==> src/rtl/cerq_pkg.sv <==
// Shared constants and types for the coalescing event ring queue.
`timescale 1ns / 1ps

package cerq_pkg;

    localparam int DEPTH_DEF       = 16;
    localparam int VALUE_WIDTH_DEF = 16;

    localparam int CMD_W      = 8;
    localparam int IDX_W      = 8;
    localparam int EV_VALUE_W = 16;
    localparam int FILL_W     = 5;
    localparam int CFG_IDX_W  = 1;
    localparam int CFG_DATA_W = 8;

    localparam logic [CFG_IDX_W-1:0] REG_MOTOR_CMD = 1'b0;
    localparam logic [CFG_IDX_W-1:0] REG_AXIS_CMD  = 1'b1;

    localparam logic [CMD_W-1:0] MOTOR_CMD_RESET = 8'd0;
    localparam logic [CMD_W-1:0] AXIS_CMD_RESET  = 8'd1;

    localparam logic REQ_ENQUEUE = 1'b0;
    localparam logic REQ_DEQUEUE = 1'b1;

    // Control broadcast to every cell of the chain.
    typedef struct packed {
        logic shift;    // take the entry of the next cell toward the tail
        logic scan;     // move the search token one cell toward the tail
        logic merge;    // the cell holding a matching token takes the new value
        logic tok_clr;  // drop the search token
    } cell_ctrl_t;

endpackage

==> src/rtl/coalescing_event_ring_queue.sv <==
// Top level: command interface, request sequencer and the chain of queue cells.
`timescale 1ns / 1ps

// A request is taken when start is high and busy is low; its result appears on
// the result ports for exactly one cycle with done high, and the receiver cannot
// stall it, so capture it in that cycle. The queue is a chain of DEPTH cells with
// the oldest event in the first cell. For a dequeue, a plain enqueue, or an
// enqueue into an empty queue, done rises in the cycle after start. An enqueue
// of a motor or axis command walks a search token down the chain, one queued
// entry per cycle, and stops at the first entry with the same command and index;
// it visits at most the current fill of entries, so at most DEPTH. The next
// request may start in the cycle in which done is high. Configuration writes
// are taken at once and belong to idle periods.
module coalescing_event_ring_queue #(
    parameter int DEPTH       = cerq_pkg::DEPTH_DEF,
    parameter int VALUE_WIDTH = cerq_pkg::VALUE_WIDTH_DEF
) (
    input  logic                                 clk,
    input  logic                                 rst_n,
    input  logic                                 cfg_we,
    input  logic [cerq_pkg::CFG_IDX_W-1:0]       cfg_index,
    input  logic [cerq_pkg::CFG_DATA_W-1:0]      cfg_data,
    input  logic                                 start,
    output logic                                 busy,
    input  logic                                 req_type,
    input  logic [cerq_pkg::CMD_W-1:0]           ev_command,
    input  logic [cerq_pkg::IDX_W-1:0]           ev_index,
    input  logic signed [cerq_pkg::EV_VALUE_W-1:0] ev_value,
    output logic                                 done,
    output logic                                 ok,
    output logic                                 merged,
    output logic                                 dropped_oldest,
    output logic [cerq_pkg::CMD_W-1:0]           out_command,
    output logic [cerq_pkg::IDX_W-1:0]           out_index,
    output logic signed [cerq_pkg::EV_VALUE_W-1:0] out_value,
    output logic [cerq_pkg::FILL_W-1:0]          fill_count
);

    localparam int CNT_W  = $clog2(DEPTH + 1);
    localparam int STEP_W = $clog2(DEPTH);
    localparam logic [CNT_W-1:0] FULL_COUNT = CNT_W'(DEPTH);

    typedef enum logic [1:0] {
        ST_IDLE = 2'b01,
        ST_SCAN = 2'b10
    } state_t;

    state_t state_reg, state_next;

    logic [CNT_W-1:0]  count_reg, count_next;
    logic [STEP_W-1:0] step_reg, step_next;

    logic [cerq_pkg::CMD_W-1:0] motor_cmd_reg;
    logic [cerq_pkg::CMD_W-1:0] axis_cmd_reg;

    logic [cerq_pkg::CMD_W-1:0]    key_command_reg;
    logic [cerq_pkg::IDX_W-1:0]    key_index_reg;
    logic signed [VALUE_WIDTH-1:0] key_value_reg;

    logic [cerq_pkg::CMD_W-1:0]    key_command;
    logic [cerq_pkg::IDX_W-1:0]    key_index;
    logic signed [VALUE_WIDTH-1:0] key_value;
    logic signed [VALUE_WIDTH-1:0] ev_value_ext;

    logic                          done_reg, done_next;
    logic                          ok_reg, ok_next;
    logic                          merged_reg, merged_next;
    logic                          dropped_reg, dropped_next;
    logic [cerq_pkg::CMD_W-1:0]    out_command_reg, out_command_next;
    logic [cerq_pkg::IDX_W-1:0]    out_index_reg, out_index_next;
    logic signed [cerq_pkg::EV_VALUE_W-1:0] out_value_reg, out_value_next;

    cerq_pkg::cell_ctrl_t ctrl;
    logic [DEPTH-1:0]     load;
    logic [DEPTH-1:0]     tok_chain;
    logic [DEPTH-1:0]     hit;
    logic                 tok_start;
    logic                 accept;
    logic                 coalescible;
    logic                 full;
    logic                 append;

    logic [cerq_pkg::CMD_W-1:0]    cell_command [DEPTH];
    logic [cerq_pkg::IDX_W-1:0]    cell_index   [DEPTH];
    logic signed [VALUE_WIDTH-1:0] cell_value   [DEPTH];

    assign accept       = start && (state_reg == ST_IDLE);
    assign coalescible  = (ev_command == motor_cmd_reg) || (ev_command == axis_cmd_reg);
    assign full         = (count_reg == FULL_COUNT);
    assign ev_value_ext = VALUE_WIDTH'(ev_value);

    // Loads come straight from the request in the accept cycle, from the held key later.
    assign key_command = (state_reg == ST_SCAN) ? key_command_reg : ev_command;
    assign key_index   = (state_reg == ST_SCAN) ? key_index_reg   : ev_index;
    assign key_value   = (state_reg == ST_SCAN) ? key_value_reg   : ev_value_ext;

    always_comb
    begin
        state_next       = state_reg;
        count_next       = count_reg;
        step_next        = step_reg;
        ctrl             = '0;
        tok_start        = 1'b0;
        append           = 1'b0;
        done_next        = 1'b0;
        ok_next          = ok_reg;
        merged_next      = merged_reg;
        dropped_next     = dropped_reg;
        out_command_next = out_command_reg;
        out_index_next   = out_index_reg;
        out_value_next   = out_value_reg;

        unique case (state_reg)
            ST_IDLE:
            begin
                if (accept)
                begin
                    if (req_type == cerq_pkg::REQ_DEQUEUE)
                    begin
                        done_next        = 1'b1;
                        merged_next      = 1'b0;
                        dropped_next     = 1'b0;
                        ok_next          = (count_reg != '0);
                        out_command_next = '0;
                        out_index_next   = '0;
                        out_value_next   = '0;
                        if (count_reg != '0)
                        begin
                            out_command_next = cell_command[0];
                            out_index_next   = cell_index[0];
                            out_value_next   = cerq_pkg::EV_VALUE_W'(cell_value[0]);
                            ctrl.shift       = 1'b1;
                            count_next       = count_reg - CNT_W'(1);
                        end
                    end
                    else if (coalescible && (count_reg != '0))
                    begin
                        // Start the search token at the oldest entry.
                        tok_start  = 1'b1;
                        ctrl.scan  = 1'b1;
                        step_next  = '0;
                        state_next = ST_SCAN;
                    end
                    else
                    begin
                        append = 1'b1;
                    end
                end
            end
            ST_SCAN:
            begin
                if (hit != '0)
                begin
                    ctrl.merge       = 1'b1;
                    ctrl.tok_clr     = 1'b1;
                    done_next        = 1'b1;
                    ok_next          = 1'b1;
                    merged_next      = 1'b1;
                    dropped_next     = 1'b0;
                    out_command_next = '0;
                    out_index_next   = '0;
                    out_value_next   = '0;
                    state_next       = ST_IDLE;
                end
                else if (CNT_W'(step_reg) == count_reg - CNT_W'(1))
                begin
                    ctrl.tok_clr = 1'b1;
                    append       = 1'b1;
                    state_next   = ST_IDLE;
                end
                else
                begin
                    ctrl.scan = 1'b1;
                    step_next = step_reg + STEP_W'(1);
                end
            end
            default:
            begin
                state_next = ST_IDLE;
            end
        endcase

        if (append)
        begin
            done_next        = 1'b1;
            ok_next          = 1'b1;
            merged_next      = 1'b0;
            dropped_next     = full;
            out_command_next = '0;
            out_index_next   = '0;
            out_value_next   = '0;
            if (full)
            begin
                // Drop the oldest: shift the chain, the last cell takes the new event.
                ctrl.shift = 1'b1;
            end
            else
            begin
                count_next = count_reg + CNT_W'(1);
            end
        end
    end

    always_comb
    begin
        for (int i = 0; i < DEPTH; i++)
        begin
            load[i] = append && !full && (count_reg == CNT_W'(i));
        end
    end

    always_ff @(posedge clk or negedge rst_n)
    begin
        if (!rst_n)
        begin
            state_reg     <= ST_IDLE;
            count_reg     <= '0;
            step_reg      <= '0;
            done_reg      <= 1'b0;
            motor_cmd_reg <= cerq_pkg::MOTOR_CMD_RESET;
            axis_cmd_reg  <= cerq_pkg::AXIS_CMD_RESET;
        end
        else
        begin
            state_reg <= state_next;
            count_reg <= count_next;
            step_reg  <= step_next;
            done_reg  <= done_next;
            if (cfg_we)
            begin
                unique case (cfg_index)
                    cerq_pkg::REG_MOTOR_CMD: motor_cmd_reg <= cfg_data;
                    cerq_pkg::REG_AXIS_CMD:  axis_cmd_reg  <= cfg_data;
                    default:                 motor_cmd_reg <= motor_cmd_reg;
                endcase
            end
        end
    end

    always_ff @(posedge clk)
    begin
        ok_reg          <= ok_next;
        merged_reg      <= merged_next;
        dropped_reg     <= dropped_next;
        out_command_reg <= out_command_next;
        out_index_reg   <= out_index_next;
        out_value_reg   <= out_value_next;
        if (accept)
        begin
            key_command_reg <= ev_command;
            key_index_reg   <= ev_index;
            key_value_reg   <= ev_value_ext;
        end
    end

    for (genvar i = 0; i < DEPTH; i++)
    begin : g_cell
        logic [cerq_pkg::CMD_W-1:0]    nbr_command;
        logic [cerq_pkg::IDX_W-1:0]    nbr_index;
        logic signed [VALUE_WIDTH-1:0] nbr_value;
        logic                          tok_in;

        if (i == DEPTH - 1)
        begin : g_last
            assign nbr_command = key_command;
            assign nbr_index   = key_index;
            assign nbr_value   = key_value;
        end
        else
        begin : g_mid
            assign nbr_command = cell_command[i+1];
            assign nbr_index   = cell_index[i+1];
            assign nbr_value   = cell_value[i+1];
        end

        if (i == 0)
        begin : g_first
            assign tok_in = tok_start;
        end
        else
        begin : g_rest
            assign tok_in = tok_chain[i-1];
        end

        cerq_cell #(
            .VALUE_WIDTH (VALUE_WIDTH)
        ) u_cell (
            .clk         (clk),
            .rst_n       (rst_n),
            .ctrl        (ctrl),
            .load        (load[i]),
            .tok_in      (tok_in),
            .key_command (key_command),
            .key_index   (key_index),
            .key_value   (key_value),
            .nbr_command (nbr_command),
            .nbr_index   (nbr_index),
            .nbr_value   (nbr_value),
            .command     (cell_command[i]),
            .index       (cell_index[i]),
            .value       (cell_value[i]),
            .tok_out     (tok_chain[i]),
            .hit         (hit[i])
        );
    end

    assign busy           = (state_reg != ST_IDLE);
    assign done           = done_reg;
    assign ok             = ok_reg;
    assign merged         = merged_reg;
    assign dropped_oldest = dropped_reg;
    assign out_command    = out_command_reg;
    assign out_index      = out_index_reg;
    assign out_value      = out_value_reg;
    assign fill_count     = cerq_pkg::FILL_W'(count_reg);

endmodule

==> src/rtl/cerq_cell.sv <==
// One queue slot of the cell chain: entry storage, neighbor shift and token compare.
`timescale 1ns / 1ps

module cerq_cell #(
    parameter int VALUE_WIDTH = cerq_pkg::VALUE_WIDTH_DEF
) (
    input  logic                               clk,
    input  logic                               rst_n,
    input  cerq_pkg::cell_ctrl_t               ctrl,
    input  logic                               load,
    input  logic                               tok_in,
    input  logic [cerq_pkg::CMD_W-1:0]         key_command,
    input  logic [cerq_pkg::IDX_W-1:0]         key_index,
    input  logic signed [VALUE_WIDTH-1:0]      key_value,
    input  logic [cerq_pkg::CMD_W-1:0]         nbr_command,
    input  logic [cerq_pkg::IDX_W-1:0]         nbr_index,
    input  logic signed [VALUE_WIDTH-1:0]      nbr_value,
    output logic [cerq_pkg::CMD_W-1:0]         command,
    output logic [cerq_pkg::IDX_W-1:0]         index,
    output logic signed [VALUE_WIDTH-1:0]      value,
    output logic                               tok_out,
    output logic                               hit
);

    logic [cerq_pkg::CMD_W-1:0]    command_reg;
    logic [cerq_pkg::IDX_W-1:0]    index_reg;
    logic signed [VALUE_WIDTH-1:0] value_reg;
    logic                          tok_reg;
    logic                          tok_next;

    assign hit = tok_reg && (command_reg == key_command) && (index_reg == key_index);

    always_comb
    begin
        if (ctrl.tok_clr)
        begin
            tok_next = 1'b0;
        end
        else if (ctrl.scan)
        begin
            tok_next = tok_in;
        end
        else
        begin
            tok_next = tok_reg;
        end
    end

    always_ff @(posedge clk or negedge rst_n)
    begin
        if (!rst_n)
        begin
            tok_reg <= 1'b0;
        end
        else
        begin
            tok_reg <= tok_next;
        end
    end

    always_ff @(posedge clk)
    begin
        if (load)
        begin
            command_reg <= key_command;
            index_reg   <= key_index;
            value_reg   <= key_value;
        end
        else if (ctrl.shift)
        begin
            command_reg <= nbr_command;
            index_reg   <= nbr_index;
            value_reg   <= nbr_value;
        end
        else if (ctrl.merge && hit)
        begin
            value_reg <= key_value;
        end
    end

    assign command = command_reg;
    assign index   = index_reg;
    assign value   = value_reg;
    assign tok_out = tok_reg;

endmodule

==> config.mk <==
export PLATFORM = sky130hd
export DESIGN_NAME = coalescing_event_ring_queue
export DESIGN_NICKNAME = d
export VERILOG_FILES = /design/src/rtl/cerq_pkg.sv /design/src/rtl/coalescing_event_ring_queue.sv /design/src/rtl/cerq_cell.sv
export SDC_FILE = /design/constraint.sdc
export NUM_CORES = 1
export LEC_CHECK = 0
export ABC_AREA = 1
export BUFFER_PORTS_ARGS = -buffer_cell sky130_fd_sc_hd__buf_2
export CORE_MARGIN = 5
export CORE_UTILIZATION = 35
export CTS_CLUSTER_DIAMETER = 100
export DETAILED_ROUTE_END_ITERATION = 8
export HOLD_SLACK_MARGIN = 0.08
export PLACE_DENSITY = 0.52
export SYNTH_ARGS = -nofsm -noshare
export SYNTH_HDL_FRONTEND = slang
export SYNTH_SLANG_ARGS = --single-unit
==> constraint.sdc <==
create_clock -name clk -period 4.89 [get_ports clk]
set_clock_uncertainty 0.2 [all_clocks]
set_input_delay 0.7335 -clock clk [delete_from_list [all_inputs] [get_ports clk]]
set_output_delay 0.7335 -clock clk [all_outputs]
set_load 0.1 [all_outputs]
* Yosys cells after proc, flatten, opt, wreduce, memory -nomap -nowiden
Index checks and enable logic that the tools add are counted.
Storage, ports and cells: ROM bits 0, output and inout bits 42, input port bits 46, memories kept 0, bits in registers 623, bits in latches 0, RAM bits 0
Cells by class: reductions and logical operators 113, order comparisons 0, div/mod/pow operators 0, multiply operators 0, bitwise operators 1, add/sub/neg operators 3, mux-type cells 215, shift operators 0, equal/unequal tests 65
Operator list (number):
- $mux W16 | 53
- $mux W8 | 73
- $eq A8 B8 Y1 | 34
- $logic_and A1 B1 Y1 | 67
- $mux W1 | 60
- $reduce_bool A3 Y1 | 17
- $eq A5 B4 Y1 const B | 8
- $reduce_bool A2 Y1 | 18
- $pmux W16 S2 | 1
- $pmux W8 S2 | 2
- $mux W5 | 6
- $eq A5 B3 Y1 const B | 4
- $mux W4 | 5
- $reduce_bool A16 Y1 | 1
- $mux W2 | 7
- $pmux W1 S2 | 6
- $reduce_and A4 Y1 | 3
- $eq A5 B2 Y1 const B | 2
- $ne A2 B2 Y1 const B | 5
- $pmux W4 S2 | 1
- $ne A2 B1 Y1 const B | 3
- $ne A3 B3 Y1 const B | 2
- $reduce_and A6 Y1 | 1
- $add A5 B1 Y5 const B | 1
- other kinds (16) | 17

* Longest topological paths before layout
depth after elaboration 12, depth in mapped cells 28

* By module
From an unflattened synthesis, not the netlist that was laid out.
Unflattened totals: cells, all modules 3799, area, all modules 34330.4 um2
By module, submodules not included:
- cerq_cell | cells an instance 199, times used 16, area each 1848.0 um2
- coalescing_event_ring_queue | cells an instance 615, times used 1, area each 4762.1 um2

* Worst setup path after synthesis
Ideal clock, no wire load.
kind register to register, from register count_reg[0] (netlist: fill_count[0]), to register g_cell[13].u_cell.value_reg[0], enable pin, stages on the path, launching flop included 15, slack 0.756 ns, period minus slack after synthesis 4.134 ns, data arrival time 3.540 ns, setup time 0.394 ns, cell sequence dfrtp_1 inv_1 ha_1 xnor2_1 nor4_1 nand2_1 nor2_1 nand2_2 nand2_4 nand3_2 nand2_4 buf_8 inv_2 buf_2 o211ai_1
On the way: word-level cells in the longest chain between the ends 9, elaborated cells between the ends (all ways) 22
RTL lines:
- from (decl) | line coalescing_event_ring_queue.sv:50 | logic [CNT_W-1:0] count_reg, count_next;
- from (signal assigned) | line coalescing_event_ring_queue.sv:226 | count_reg <= count_next;
- branches (longest 8 deep; another with $sub A5 B1 Y5)
- $reduce_bool A3 Y1 (no line) (*)
- to (signal assigned) | line cerq_cell.sv:67 | value_reg <= key_value;
- to (signal assigned) | line cerq_cell.sv:73 | value_reg <= nbr_value;
- to (signal assigned) | line cerq_cell.sv:77 | value_reg <= key_value;
- to (decl) | line cerq_cell.sv:27 | logic signed [VALUE_WIDTH-1:0] value_reg;
Mark *: on every way between the ends. A chain may end at the register's enable or synchronous reset.

* Final worst setup path
from register state_reg[0], to register g_cell[9].u_cell.value_reg[15], enable pin
On the way: word-level cells in the longest chain between the ends 11, elaborated cells between the ends (all ways) 83
RTL lines:
- from (decl) | line coalescing_event_ring_queue.sv:48 | state_t state_reg, state_next;
- from (signal assigned) | line coalescing_event_ring_queue.sv:225 | state_reg <= state_next;
- $eq A2 B2 Y1 | line coalescing_event_ring_queue.sv:93, coalescing_event_ring_queue.sv:94, coalescing_event_ring_queue.sv:113
- $mux W8 | line coalescing_event_ring_queue.sv:93 | assign key_command = (state_reg == ST_SCAN) ? key_command_reg : ev_command;
- $eq A8 B8 Y1 | line cerq_cell.sv:31 | assign hit = tok_reg && (command_reg == key_command) && (index_reg == key_index);
- $logic_and A1 B1 Y1 (2 in series) | line cerq_cell.sv:31
- $reduce_bool A16 Y1 | line coalescing_event_ring_queue.sv:152 | if (hit != '0)
- $mux W1 | line coalescing_event_ring_queue.sv:152
- $pmux W1 S2 | line coalescing_event_ring_queue.sv:113 | unique case (state_reg)
- $logic_and A1 B1 Y1 (2 in series) | line coalescing_event_ring_queue.sv:208 | load[i] = append && !full && (count_reg == CNT_W'(i));
- $reduce_bool A3 Y1 (no line) (*)
- to (signal assigned) | line cerq_cell.sv:67
- to (signal assigned) | line cerq_cell.sv:73
- to (signal assigned) | line cerq_cell.sv:77
- to (decl) | line cerq_cell.sv:27
Mark *: on every way between the ends. The rest lies on a longest branch, timed or not.

==> flow_summary.ini <==
[global_route]
grt_overflow_total = 0
grt_max_degree = 90
antenna_found_initial = 2
grt_pass1_vias = 24500
track_usage = 0.197
grt_pass1_wl_um = 157000

[floorplan]
pin_count = 88
die_area_um2 = 103000
coreArea_um2 = 96400
die_h_um = 321
row_count = 114
initial_core_util = 0.351
die_w_um = 321

[synthesis]
synth.net_count = 4281
ys_warn_count = 0
yosys.area.top_type = edfxtp_1
synth-seq-area-share = 0.536
postSynthCellCount = 4225
syn_area_um2 = 33900
ys_types = 38
synthTopCellsByArea = edfxtp_1 48%, nand2_1 16%, inv_1 8.8%, nand3_1 4.6%, o21ai_0 4.3%
avgSynthCellArea_um2 = 8.01
synth_top_area_frac = 0.483
ys_ff_latch = 623

[finish]
largest_reg_flops = 256
post-route-util = 0.400
final_net_count = 4366
design_area_um2 = 38500
fillCellCount = 9831
syn2layout_area_growth_pct = 13.8
layout-drive-gt1-share = 0.0939

[sta]
hold_violations = 0
relSlewSlack = 0.214
fin_tns_setup_ps = 0
slew_violations = 0
fmax_mhz = 216
worst_pin_slew_ps = 1170
whs_ps = 121
fin_crit_ps = 4620
period_share = 0.946
setup_viol_count_final = 0
rsz0062_at_grt = no

[setup_path]
path_max_fanout = 32
startpoint_type = register
critPathArrivalTime_ps = 4780
endpoint_kind = register
crit_type = register to register
required_ps = 5040

[place]
place_congestion = 0.897
placed_cell_area_um2 = 36200
port_buffers = 87
place_hpwl_um = 70400

[power]
peakVddDrop_mv = 0.295
p_leak_uw = 0.0187
p_per_area_nw_per_um2 = 563

[clock_network]
htreeDepth = 3
cts_setup_buffers = 0
cts_tree = done
numCtsBuffers = 69
path_clk_slew_ps = 60
cts_sinks = 623
clockRootBuffer = clkbuf_16
insertion_delay_ps = 620
clock_path_buffers = 3

[route]
ant_nets = 0
wl_per_cell_um = 18.4
drt_iter0_drc = 2698
avgViaCountPerCell = 4.72
drtPass1Iterations = 5
wirelength_um = 104000
post-route-drc-count = 0
vias = 26600

[worst_hold_path]
hp-class = input pin to register

[outcome]
status = finished clean

[run]
cap_violations = 0
cell usage after synthesis, drive strengths merged:
master	instances
nor4	1
xnor2	45
a31oi	1
clkinv	3
o22ai	1
or2	18
nor2	216
o211ai	33
nand3	315
dfxtp	34
inv	801
o21ai	362
a21oi	35
dfstp	2
nand3b	1
buf	99
edfxtp	545
clkbuf	122
ha	10
nand2	1488
nand4	21
nor3	3
dfrtp	42
a22oi	2
xor2	24
o32ai	1
what timing repair did:
item                                    CTS  global route
endpoints found under the setup margin  239           916
hold buffers                              4             0
gates cloned                              0             0
endpoints found under the hold margin    45             0
gates resized for setup                   1             8
critical path, stage by stage, from the launching register on:
cell and delay [ps]:
dfstp_2 540, inv_1 50, ha_2 230, inv_6 240
nand2_1 160, nand2_2 190, buf_12 220, xnor2_1 130
nand2_1 60, nor2_1 220, nand3_1 350, nand2_1 160
nor2_1 50, nand2_1 90, nor2_4 80, nand2_2 90
nand2_4 60, nand3_2 120, nand2_8 110, inv_4 430
o211ai_1 240, buf_4 270
layout by cell type, fill, tap and decap left out, types with 9 or more instances in the layout:
master     count
inv_1        798
buf_4        115
dfxtp_1       34
nand2_1     1450
a21oi_1       35
or2_2         18
nand2_2       25
xnor2_1       45
nand4_4       10
o21ai_1       74
clkbuf_1      13
nand2_4       11
buf_2         87
clkinv_1      13
nor2_1       215
dfrtp_1       42
clkbuf_16     72
ha_1           9
o21ai_0      280
nand4_1       11
buf_12        27
nand3_1      314
edfxtp_1     545
o211ai_1      33
xor2_1        24
clkinv_2       9
logic make-up (layout without fill, tap and decap cells):
group / after synthesis / in the layout / synth area share
AND/OR/NAND/NOR: 2063 / 2063 / 0.253
buffers and inverters: 1025 / 1158 / 0.123
flip-flops: 623 / 623 / 0.536
AO/OA/AOI/OAI: 435 / 435 / 0.0671
XOR/XNOR: 69 / 69 / 0.0178
adder cells (fa/ha/maj): 10 / 10 / 0.00369
other: 0 / 1 / 0
path summary, 6_finish.rpt:
path / startpoint / to / slack (ps) / depth (start not counted)
min in group asynchronous: rst_n / motor_cmd_reg[4] / 550 / 3
hold / removal: ev_value[9] / key_value_reg[9] / 120 / 1
setup reg to reg: state_reg[0] / g_cell[9].u_cell.value[15] / 270 / 21
setup / recovery: state_reg[0] / g_cell[9].u_cell.value[15] / 270 / 21
max in group asynchronous: rst_n / g_cell[3].u_cell.tok_out / 3460 / 3
hold reg to reg: out_value[8] / out_value[8] / 240 / 2
per-layer routing:
layer | vias up | global-route usage | part of all wire
met3 | 135 | 0.0272 | 0.071
met5 | - | 0 | 0
met2 | 902 | 0.292 | 0.42
li1 | 13300 | - | -
met4 | 0 | 0.0537 | 0.023
met1 | 12200 | 0.303 | 0.48
final cells by class:
cell class / count / area (um2) / area share
well taps: 1276 / 1600 / 0.0414
clock buffers: 90 / 1920 / 0.0498
clock inverters: 29 / 318 / 0.00825
inverters: 804 / 3030 / 0.0785
diodes: 1 / 2.50 / 0.0000649
multi-input cells: 2577 / 11600 / 0.302
repair buffers: 235 / 1900 / 0.0494
flip-flops and latches: 623 / 18100 / 0.471
through the flow:
| stage | setup slack, ps | power [uW] | std cells |
|---|---|---|---|
| 2_1_floorplan | 756 | 13700 | 4225 |
| 3_3_place_gp | -161 | 16400 | 5511 |
| 3_5_place_dp | -141 | 16400 | 5511 |
| 4_1_cts | 2.47 | 21800 | 5634 |
| 5_1_grt | 4.07 | 23000 | 5634 |
| 6_report | 266 | 21700 | 5635 |
where the power goes:
| group | total, uW | internal, uW | switching (uW) |
|---|---|---|---|
| logic | 8390 | 2220 | 6170 |
| registers | 7980 | 7350 | 636 |
| clock network | 5320 | 3130 | 2190 |
| total | 21700 | 12700 | 9000 |
Note: power is estimated with default switching activity, not from simulation.
